$ cat src/design/arot_pkg.sv
// Shared types, codes and defaults for the address range owner table.
package arot_pkg;

	localparam int TABLE_ENTRIES_DEF = 16;

	localparam int ADDR_W  = 64;
	localparam int OWNER_W = 8;
	localparam int TAG_W   = 64;

	localparam logic [1:0] FUNC_LOOKUP = 2'd0;
	localparam logic [1:0] FUNC_INSERT = 2'd1;
	localparam logic [1:0] FUNC_REMOVE = 2'd2;

	localparam logic [2:0] STAT_OK        = 3'd0;
	localparam logic [2:0] STAT_NOT_FOUND = 3'd1;
	localparam logic [2:0] STAT_OVERLAP   = 3'd2;
	localparam logic [2:0] STAT_MISMATCH  = 3'd3;
	localparam logic [2:0] STAT_FULL      = 3'd4;

	typedef struct packed {
		logic               valid;
		logic [ADDR_W-1:0]  lo;
		logic [ADDR_W-1:0]  hi;
		logic [OWNER_W-1:0] owner;
		logic [TAG_W-1:0]   tag;
	} arot_entry_t;

	localparam int ENTRY_W = $bits(arot_entry_t);

	typedef struct packed {
		logic overlap;
		logic exact;
	} arot_match_t;

endpackage

$ cat src/design/address_range_owner_table_top.sv
// Top level of the address range owner table: sequencer, scan and result register.
//
// Usage: a request transaction on in_valid/in_ready carries func (lookup, insert,
// remove), the address or range start, end_address, owner_id, tag_in and ip_past.
// Every request yields exactly one result transaction on out_valid/out_ready with
// status, owner_out and tag_out (owner and tag are zero unless a lookup hits).
//
// Timing: the result is registered at the end of the scan. One stored entry is read
// from the table RAM per cycle and tested by the single range comparator; the RAM
// read data is registered, and the sequencer then commits the result in its commit
// step. in_ready is high only while the sequencer is idle, which it reaches again
// with the commit, so a new request is not accepted before the last one commits.
//
// Reset: arst_n clears all control state, then a clearing pass writes every slot
// invalid, one slot per cycle; no request is taken then.
//
// Stall: the result sits in an output register. A new request is accepted while it
// waits; if that request finishes before the old result is taken, the sequencer
// holds in its commit step until out_ready frees the register.
module address_range_owner_table_top
	import arot_pkg::*;
#(
	parameter int TABLE_ENTRIES = TABLE_ENTRIES_DEF
) (
	input  logic               clk,
	input  logic               arst_n,
	input  logic               in_valid,
	output logic               in_ready,
	input  logic [1:0]         func,
	input  logic [ADDR_W-1:0]  address,
	input  logic [ADDR_W-1:0]  end_address,
	input  logic [OWNER_W-1:0] owner_id,
	input  logic [TAG_W-1:0]   tag_in,
	input  logic               ip_past,
	output logic               out_valid,
	input  logic               out_ready,
	output logic [2:0]         status,
	output logic [OWNER_W-1:0] owner_out,
	output logic [TAG_W-1:0]   tag_out
);

	localparam int IDX_W = (TABLE_ENTRIES > 1) ? $clog2(TABLE_ENTRIES) : 1;
	localparam int CNT_W = $clog2(TABLE_ENTRIES + 1);
	localparam logic [CNT_W-1:0] CNT_LAST = CNT_W'(TABLE_ENTRIES - 1);
	localparam logic [CNT_W-1:0] CNT_END  = CNT_W'(TABLE_ENTRIES);
	localparam logic [IDX_W-1:0] IDX_LAST = IDX_W'(TABLE_ENTRIES - 1);

	// Sequencer states
	localparam logic [1:0] S_CLEAR  = 2'd0;
	localparam logic [1:0] S_IDLE   = 2'd1;
	localparam logic [1:0] S_SCAN   = 2'd2;
	localparam logic [1:0] S_COMMIT = 2'd3;

	logic [1:0] state_q;

	// Latched request
	logic [1:0]         func_q;
	logic [ADDR_W-1:0]  qry_lo_q;
	logic [ADDR_W-1:0]  qry_hi_q;
	logic [OWNER_W-1:0] owner_q;
	logic [TAG_W-1:0]   tag_q;

	// Scan counters: clearing pass, read issue, and the entry now in the comparator
	logic [CNT_W-1:0] clr_q;
	logic [CNT_W-1:0] issue_q;
	logic             rd_vld_s1;
	logic [IDX_W-1:0] rd_idx_s1;

	// Scan findings, each the lowest slot of its kind
	logic               hit_q;
	logic [OWNER_W-1:0] hit_owner_q;
	logic [TAG_W-1:0]   hit_tag_q;
	logic               exact_q;
	logic [IDX_W-1:0]   exact_idx_q;
	logic [OWNER_W-1:0] exact_owner_q;
	logic               free_q;
	logic [IDX_W-1:0]   free_idx_q;

	// Output register
	logic               out_valid_q;
	logic [2:0]         status_q;
	logic [OWNER_W-1:0] owner_out_q;
	logic [TAG_W-1:0]   tag_out_q;

	// RAM and comparator wiring
	logic             ram_we;
	logic [IDX_W-1:0] ram_waddr;
	arot_entry_t      ram_wdata;
	arot_entry_t      ram_rdata;
	logic [ENTRY_W-1:0] ram_rdata_raw;
	arot_match_t      cmp_res;

	// Commit decision
	logic               out_free;
	logic               commit;
	logic [2:0]         res_status;
	logic [OWNER_W-1:0] res_owner;
	logic [TAG_W-1:0]   res_tag;
	logic               do_insert;
	logic               do_remove;
	logic               in_fire;

	assign in_ready = (state_q == S_IDLE);
	assign in_fire  = in_valid && in_ready;
	assign out_free = !out_valid_q || out_ready;
	assign commit   = (state_q == S_COMMIT) && out_free;

	arot_ram #(
		.WIDTH (ENTRY_W),
		.DEPTH (TABLE_ENTRIES),
		.AW    (IDX_W)
	) u_table (
		.clk   (clk),
		.we    (ram_we),
		.waddr (ram_waddr),
		.wdata (ram_wdata),
		.raddr (issue_q[IDX_W-1:0]),
		.rdata (ram_rdata_raw)
	);

	assign ram_rdata = arot_entry_t'(ram_rdata_raw);

	arot_cmp u_cmp (
		.entry  (ram_rdata),
		.qry_lo (qry_lo_q),
		.qry_hi (qry_hi_q),
		.result (cmp_res)
	);

	// Work out the answer from the scan findings
	always_comb begin
		res_status = STAT_NOT_FOUND;
		res_owner  = '0;
		res_tag    = '0;
		do_insert  = 1'b0;
		do_remove  = 1'b0;
		unique case (func_q)
			FUNC_LOOKUP: begin
				if (hit_q) begin
					res_status = STAT_OK;
					res_owner  = hit_owner_q;
					res_tag    = hit_tag_q;
				end
			end
			FUNC_INSERT: begin
				// overlap takes precedence over a full table
				if (hit_q) begin
					res_status = STAT_OVERLAP;
				end else if (free_q) begin
					res_status = STAT_OK;
					do_insert  = 1'b1;
				end else begin
					res_status = STAT_FULL;
				end
			end
			FUNC_REMOVE: begin
				if (!hit_q) begin
					res_status = STAT_NOT_FOUND;
				end else if (!exact_q || (exact_owner_q != owner_q)) begin
					res_status = STAT_MISMATCH;
				end else begin
					res_status = STAT_OK;
					do_remove  = 1'b1;
				end
			end
			default: begin
				res_status = STAT_NOT_FOUND;
			end
		endcase
	end

	// Table write port: clearing pass, insert into the lowest free slot, or removal
	always_comb begin
		ram_we    = 1'b0;
		ram_waddr = free_idx_q;
		ram_wdata = '0;
		priority if (state_q == S_CLEAR) begin
			ram_we    = 1'b1;
			ram_waddr = clr_q[IDX_W-1:0];
		end else if (commit && do_insert) begin
			ram_we          = 1'b1;
			ram_waddr       = free_idx_q;
			ram_wdata.valid = 1'b1;
			ram_wdata.lo    = qry_lo_q;
			ram_wdata.hi    = qry_hi_q;
			ram_wdata.owner = owner_q;
			ram_wdata.tag   = tag_q;
		end else if (commit && do_remove) begin
			ram_we    = 1'b1;
			ram_waddr = exact_idx_q;
		end else begin
			ram_we = 1'b0;
		end
	end

	// Sequencer and scan
	always_ff @(posedge clk or negedge arst_n) begin
		if (!arst_n) begin
			state_q   <= S_CLEAR;
			clr_q     <= '0;
			issue_q   <= '0;
			rd_vld_s1 <= 1'b0;
			hit_q     <= 1'b0;
			exact_q   <= 1'b0;
			free_q    <= 1'b0;
		end else begin
			unique case (state_q)
				S_CLEAR: begin
					clr_q <= clr_q + 1'b1;
					if (clr_q == CNT_LAST) begin
						state_q <= S_IDLE;
					end
				end
				S_IDLE: begin
					if (in_fire) begin
						issue_q   <= '0;
						rd_vld_s1 <= 1'b0;
						hit_q     <= 1'b0;
						exact_q   <= 1'b0;
						free_q    <= 1'b0;
						state_q   <= S_SCAN;
					end
				end
				S_SCAN: begin
					// issue the next read while the last one is tested
					if (issue_q != CNT_END) begin
						issue_q <= issue_q + 1'b1;
					end
					rd_vld_s1 <= (issue_q != CNT_END);
					rd_idx_s1 <= issue_q[IDX_W-1:0];
					if (rd_vld_s1) begin
						if (cmp_res.overlap && !hit_q) begin
							hit_q <= 1'b1;
						end
						if (cmp_res.exact && !exact_q) begin
							exact_q     <= 1'b1;
							exact_idx_q <= rd_idx_s1;
						end
						if (!ram_rdata.valid && !free_q) begin
							free_q     <= 1'b1;
							free_idx_q <= rd_idx_s1;
						end
						if (rd_idx_s1 == IDX_LAST) begin
							state_q <= S_COMMIT;
						end
					end
				end
				S_COMMIT: begin
					if (out_free) begin
						state_q <= S_IDLE;
					end
				end
				default: begin
					state_q <= S_IDLE;
				end
			endcase
		end
	end

	// Payload of the scan findings and the latched request
	always_ff @(posedge clk) begin
		if (in_fire) begin
			func_q   <= func;
			owner_q  <= owner_id;
			tag_q    <= tag_in;
			if (func == FUNC_LOOKUP) begin
				// a point lookup is the range [x, x]; ip_past steps back one, wrapping
				qry_lo_q <= ip_past ? (address - 1'b1) : address;
				qry_hi_q <= ip_past ? (address - 1'b1) : address;
			end else begin
				qry_lo_q <= address;
				qry_hi_q <= end_address;
			end
		end
		if ((state_q == S_SCAN) && rd_vld_s1) begin
			if (cmp_res.overlap && !hit_q) begin
				hit_owner_q <= ram_rdata.owner;
				hit_tag_q   <= ram_rdata.tag;
			end
			if (cmp_res.exact && !exact_q) begin
				exact_owner_q <= ram_rdata.owner;
			end
		end
	end

	// Output register: load on commit, drop once taken
	always_ff @(posedge clk or negedge arst_n) begin
		if (!arst_n) begin
			out_valid_q <= 1'b0;
		end else begin
			if (commit) begin
				out_valid_q <= 1'b1;
			end else if (out_ready) begin
				out_valid_q <= 1'b0;
			end
		end
	end

	always_ff @(posedge clk) begin
		if (commit) begin
			status_q    <= res_status;
			owner_out_q <= res_owner;
			tag_out_q   <= res_tag;
		end
	end

	assign out_valid = out_valid_q;
	assign status    = status_q;
	assign owner_out = owner_out_q;
	assign tag_out   = tag_out_q;

endmodule

$ cat src/design/arot_ram.sv
// Generic single-write, single-read RAM with registered read data.
module arot_ram #(
	parameter int WIDTH = 8,
	parameter int DEPTH = 16,
	parameter int AW    = (DEPTH > 1) ? $clog2(DEPTH) : 1
) (
	input  logic             clk,
	input  logic             we,
	input  logic [AW-1:0]    waddr,
	input  logic [WIDTH-1:0] wdata,
	input  logic [AW-1:0]    raddr,
	output logic [WIDTH-1:0] rdata
);

	logic [WIDTH-1:0] mem_q [DEPTH];

	always_ff @(posedge clk) begin
		if (we) begin
			mem_q[waddr] <= wdata;
		end
		rdata <= mem_q[raddr];
	end

endmodule

$ cat src/design/arot_cmp.sv
// Range comparator: overlap and exact-match test of one stored entry.
module arot_cmp
	import arot_pkg::*;
(
	input  arot_entry_t        entry,
	input  logic [ADDR_W-1:0]  qry_lo,
	input  logic [ADDR_W-1:0]  qry_hi,
	output arot_match_t        result
);

	// Closed ranges overlap when each one starts no later than the other ends.
	always_comb begin
		result.overlap = entry.valid && (entry.lo <= qry_hi) && (qry_lo <= entry.hi);
		result.exact   = entry.valid && (entry.lo == qry_lo) && (entry.hi == qry_hi);
	end

endmodule
$ cat config.mk
export PLATFORM = sky130hd
export DESIGN_NAME = address_range_owner_table_top
export DESIGN_NICKNAME = d
export VERILOG_FILES = /design/src/design/arot_pkg.sv /design/src/design/address_range_owner_table_top.sv /design/src/design/arot_ram.sv /design/src/design/arot_cmp.sv
export SDC_FILE = /design/constraint.sdc
export NUM_CORES = 2
export LEC_CHECK = 0
export ABC_AREA = 1
export BUFFER_PORTS_ARGS = -buffer_cell sky130_fd_sc_hd__buf_2
export CORE_MARGIN = 2
export CORE_UTILIZATION = 40
export CTS_BUF_LIST = sky130_fd_sc_hd__clkbuf_2 sky130_fd_sc_hd__clkbuf_4 sky130_fd_sc_hd__clkbuf_8
export DETAILED_ROUTE_END_ITERATION = 10
export PLACE_DENSITY = 0.64
export SLEW_MARGIN = 5
export SYNTH_ARGS = -nofsm -noshare
export SYNTH_HDL_FRONTEND = slang
export SYNTH_SLANG_ARGS = --single-unit
$ cat constraint.sdc
create_clock -name clk -period 13.6 [get_ports clk]
set_input_delay 2.04 -clock clk [delete_from_list [all_inputs] [get_ports clk]]
set_output_delay 2.04 -clock clk [all_outputs]
set_load 0.01 [all_outputs]
; Word level (Yosys, flattened, before mapping)
; Memory sizes are Yosys's and may differ from the RTL's. A register that Yosys moved wholly into a read port is not among the register bits.
; Cells that the tools add are included.
[word_totals]
ff_bits = 386
mem_bits_rw = 3216
in_bits = 207
output_inout_bits = 77
word_cells = 131
mem_count = 1
[op_classes]
addsub = 3
magnitude_cmp = 2
eq_ne = 20
muxes = 47
reduce_logical = 36
[mem_list]
columns = memory, words, width, rd, rd_clocked_by_memory_dff, write_ports, line_no
row1 = u_table.mem_q, 16, 201, 1, 1, 1, arot_ram.sv:15  ; logic [WIDTH-1:0] mem_q [DEPTH];
[op_table]
columns = cell, n
row1 = $mux 201, 2
row2 = $mux 64, 3
row3 = $eq 64x64->1, 2
row4 = $le 64x64->1, 2
row5 = $sub 64x1->64 const B, 1
row6 = $mux 1, 21
row7 = $reduce_and 4->1, 5
row8 = $mux 2, 7
row9 = $logic_and 1x1->1, 12
row10 = $mux 4, 3
row11 = $add 5x1->5 const B, 2
row12 = $mux 5, 2
row13 = $ne 2x2->1 const B, 5
row14 = $pmux 5 s2, 1
row15 = $reduce_and 2->1, 5
row16 = $pmux 3 s3, 1
row17 = $ne 2x1->1 const B, 4
row18 = $ne 8x8->1, 1
row19 = $pmux 1 s2, 4
row20 = $pmux 2 s4, 1
row21 = $eq 2x2->1 const B, 3
row22 = $logic_not 2->1, 3
row23 = $mux 3, 2
row24 = $eq 5x4->1 const B, 1
row25 = 8 further kinds, 15

; Longest topological paths before layout
[logic_depth]
ltp_word = 11
ltp_mapped = 21

; By module
; A second synthesis with hierarchy kept.
[unflattened]
cells_unflattened = 14930
hier_area_um2 = 160418.9
[by_module_without_submodules]
columns = mod, n_inst, cells_each, area_per_inst_um2
row1 = arot_ram, 1, 12199, 137493.1
row2 = address_range_owner_table_top, 1, 1875, 17989.8
row3 = arot_cmp, 1, 856, 4936.0

; Least setup slack after synthesis
; Ideal clock, no wire load.
[synth_path]
path_kind = input to register
from = input out_ready
to = memory u_table.mem_q[5][0] in the netlist's numbering (enable)
setup_time_ns = 0.765
arrival_ns = 13.089
t_required_ns = 12.835
setup_slack_ns = -0.255
stages = 10
path_buffers = 0
path_cell_list = inv_1 -> nand2_1 -> nand2_1 -> inv_1 -> nand4_1 -> o211ai_1 -> nand2_1 -> inv_1 -> nand2_1 -> nor2_1
[synth_between]
elab_chain_len = 8
[synth_lines]
columns = element, line_no
row1 = from (decl), address_range_owner_table_top.sv:36  ; input logic out_ready,
row2 = $logic_or 1x1->1 *, address_range_owner_table_top.sv:105  ; assign out_free = !out_valid_q || out_ready;
row3 = $logic_and 1x1->1 *, address_range_owner_table_top.sv:106  ; assign commit = (state_q == S_COMMIT) && out_free;
row4 = via commit, address_range_owner_table_top.sv:95  ; logic commit;
row5 = $logic_and 1x1->1, address_range_owner_table_top.sv:188  ; end else if (commit && do_remove) begin
row6 = $mux 1, address_range_owner_table_top.sv:188
row7 = $mux 1, address_range_owner_table_top.sv:180  ; end else if (commit && do_insert) begin
row8 = $mux 1, address_range_owner_table_top.sv:177  ; priority if (state_q == S_CLEAR) begin
row9 = $mux 1, arot_ram.sv:18  ; if (we) begin
row10 = $mux 1 (implied by the code), arot_ram.sv:19  ; mem_q[waddr] <= wdata;
row11 = to (decl), arot_ram.sv:15
; Mark *: on every way through the listed nets, which the timed path passes. The rest lies on a longest branch.

; Worst setup path after layout
[layout_path]
from = input out_ready
to = memory u_table.mem_q[2][191] in the netlist's numbering (enable)
; Same word-level chain as after synthesis.

==> summary.txt <==
Clocking
  • Post-CTS resize count: 0
  • Clk_lat worst skew: 1.25 ns
  • Sink Count: 3803
  • Hold Buf Count CTS: 0
  • Clk buf depth: 4
  • H-tree levels: 6
  • CTS clk-pin slew, worst paths: 0.06 ns
  • CTS tree: yes
  • Setup bufs post-CTS: 0
  • Num CTS Buffers: 607
  • Root buf cell: clkbuf_8

Critical path
  • CP Max Fanout: 44
  • Crit path required time: 14.38 ns
  • Reg2reg path depth: 12
  • Largest stage delay, worst path: 0.92 ns
  • Worst path arrival time: 7.10 ns
  • Setup crit end kind: flop
  • Slowest cell on crit path: nor2_4
  • Startpoint Class: input pin
  • Worst-path cell chain: buf_2 -> inv_1 -> nand2_1 -> nand2_1 -> inv_4 -> nand4_1 -> nand2_1 -> nand3_1 -> o21ai_1 -> nand3_1 -> nor2_4 -> buf_4 -> buf_4
  • Crit Path Category: input pin to flop
  • Most used cell, CP: nand2_1

Layout
  • Layout cells sized above 1: 12.45%
  • Layout Cells excl Fill: 17680
  • Area growth syn-to-layout: 12.69%
  • # fillers: 33540
  • Final Cell Area: 169600 um^2
  • Final nets: 12510

Yosys
  • Post-Synth Adder-Cell Area: 1.147%
  • Synth cell types: 51
  • Async SR Flop Fraction: 0.4470%
  • Post-synth EDFFs: 3585
  • Cell taking the most area after synthesis: edfxtp_1
  • Largest family of logic cells by synthesized area: simple AND/OR/NAND/NOR gates
  • Xor/xnor share of the synthesized area: 0.2968%
  • Mapped cell area: 150500 um^2
  • Main flop type after synthesis: edfxtp_1
  • Net Count, Synth: 12180
  • Top-area cell type share of the netlist area: 71.52%
  • Synth Area in Compound Gates: 10.32%
  • Post-synthesis mux area share: 0%
  • Top post-synthesis cells by area: edfxtp_1, o21ai_0, nor2_1
  • Register bit total from synthesis: 3803
  • Seq/Total Area, Yosys: 74.48%
  • Syn Inst Count: 11840
  • Synth Area in Simple Gates: 10.52%
  • YS warnings: 0
  • Top post-synthesis cells by count: edfxtp_1, nor2_1, o21ai_0, nand2_1, clkbuf_1
  • Most frequent cell after synthesis: edfxtp_1
  • Synthesized area per cell: 12.72 um^2

Global route
  • Largest net degree at the start of global routing: 244
  • Initial antenna violation count: 62
  • Vias in the first global route: 93540
  • GRT Overall Usage: 22.75%
  • Overflow after GRT: 0
  • First-pass GRT wire length: 640600 um

Placed design
  • # placed instances: 16550
  • Area of placed instances: 157000 um^2
  • RD Place Congestion: 0.9964
  • HPWL Detailed: 252300 um
  • PortBufs: 283

Pwr
  • PD cells: 197.8 nW/um^2
  • Static Leakage: 56.02 nW
  • Clock Power Share: 30.0%
  • Final Power: 0.03355 W
  • Maximum vdd drop: 303.8 uV
  • NetSw: 0.01173 W
  • Register share of total power: 44.0%
  • Net Sw Frac: 34.95%
  • Comb pwr share: 26.1%
  • Internal Pwr Total: 0.02183 W

Detailed routing
  • Final wirelength: 449500 um
  • DR vias/cell: 5.600
  • DRT iter0 DRCs: 12910
  • DRT Pass-1 Iters: 6
  • Antenna-violating nets left: 0
  • Drt drc: 0
  • Routed wire per std cell: 25.43 um
  • Routed via count: 98990

STA
  • Clock skew: 0.07690 ns
  • Post-route setup TNS: 0 ns
  • Final Hold Viols: 0
  • Final Max Slew Viols: 0
  • Max Clk Rate: 158.2 MHz
  • RSZ-0062 raised after global routing: no
  • Finish-stage setup viols: 0
  • Post-route clock period utilization: 46.48%
  • Tmin final: 6.321 ns
  • Worst slew margin: 4.659%
  • Worst Tran Pin Value: 1.425 ns

Floorplan
  • Chip height: 617.4 um
  • Std-Cell Rows: 225
  • Initial Util: 40.14%
  • CORE AREA: 375000 um^2
  • I/O pins: 284
  • Die X: 617.4 um
  • Die ar.: 381200 um^2

Run
  • MaxCap Viol Count: 0

Worst hold path
  • Hold Crit Class: flop to flop
  • WHS Path Cells: 0

Outcome
  • Status: completed
==> layout by cell type (no fill, tap or decap), types with 14 or more instances in the layout <==
cell	instances
a21oi_1	67
buf_12	22
buf_2	283
buf_4	114
clkbuf_4	267
clkbuf_8	676
clkinv_1	79
clkinv_2	37
clkinvlp_4	17
dfrtp_1	14
dfxtp_1	201
diode_2	15
edfxtp_1	3585
ha_1	137
inv_1	540
inv_2	16
inv_8	20
nand2_1	1028
nand3_1	444
nand4_1	82
nor2_1	2148
nor2_4	26
nor3_1	50
nor4_1	31
o211ai_1	74
o21ai_0	1641
o21ai_1	72
o221ai_1	332
o22ai_1	474
or2_2	33
xor2_1	44
==> stage by stage <==
step	worst slack, ns	util [%]	hold slack, ns
after global placement	6.253	41.87	0.3859
after floorplan	-0.2547	-	0.3855
after global routing	7.169	45.23	0.4062
after detailed placement	6.230	41.87	0.3887
after CTS	7.455	45.22	0.3882
final	7.279	45.23	0.3880
==> power by group through the flow <==
stage                     Sequential (W)  Combinational [W]  Clock [W]
final                             0.0147            0.00875     0.0101
after global routing              0.0148            0.00956     0.0107
after CTS                         0.0147            0.00864     0.0102
after detailed placement          0.0150            0.00861          0
after global placement            0.0149            0.00853          0
after floorplan                   0.0147            0.00570          0
==> per-layer routing <==
| metal | vias up | part of all wire [%] | wire [um] | global-route usage [%] |
|---|---|---|---|---|
| met2 | 5208 | 47 | 209900 | 36.33 |
| li1 | 43990 | - | - | - |
| met4 | 22 | 4.7 | 21160 | 10.61 |
| met3 | 1002 | 9.4 | 42320 | 4.309 |
| met5 | - | 0.030 | 135 | 0 |
| met1 | 48770 | 39 | 175900 | 30.10 |
==> cells by family after synthesis <==
family                     Yosys count
AOI/OAI and AO/OA                 2685
xor gates and xnor gates            51
adders and majority gates          138
DFF                               3803
and+or+nand+nor                   3887
buffers and inverters             1273
==> worst max-delay path, delay by kind of cell <==
kind / cells / cell delay (ns)
buffers and inverters: 5 / 2.38
AO/OA/AOI/OAI: 1 / 0.17
AND/OR/NAND/NOR: 7 / 2.20
==> area by class of cell <==
cell class | count | area, um^2 | share of cell area [%]
clock buffers | 943 | 11310 | 6.667
repair buffers | 419 | 2713 | 1.599
clock inverters | 170 | 1276 | 0.7524
well taps | 4994 | 6248 | 3.684
multi-input cells | 6761 | 33720 | 19.88
flip-flops and latches | 3803 | 112100 | 66.10
diodes | 15 | 37.54 | 0.02213
inverters | 571 | 2202 | 1.298
==> path summary, 6_finish.rpt <==
path	start	to	slack [ns]
hold reg to reg	u_table.rdata[34]$_DFF_P_	hit_tag_q[34]$_DFFE_PP_	0.39
max in group asynchronous	arst_n	issue_q[1]$_DFFE_PN0P_	12.25
setup / recovery	out_ready	u_table.mem_q[2][191]$_DFFE_PP_	7.28
setup reg to reg	exact_q$_DFFE_PN0P_	u_table.mem_q[2][191]$_DFFE_PP_	7.50
hold / removal	u_table.rdata[34]$_DFF_P_	hit_tag_q[34]$_DFFE_PP_	0.39
min in group asynchronous	arst_n	exact_q$_DFFE_PN0P_	0.87
==> registers in the layout, indices dropped and copies added, names as in the netlist, 8 cells and up <==
register,count
tag_q,64
owner_out,8
owner_q,8
exact_owner_q,8
hit_tag_q,64
hit_owner_q,8
qry_lo_q,64
qry_hi_q,64
u_table.rdata,201
u_table.mem_q,3216
tag_out,64
Note: power is estimated with default switching activity, not from simulation.
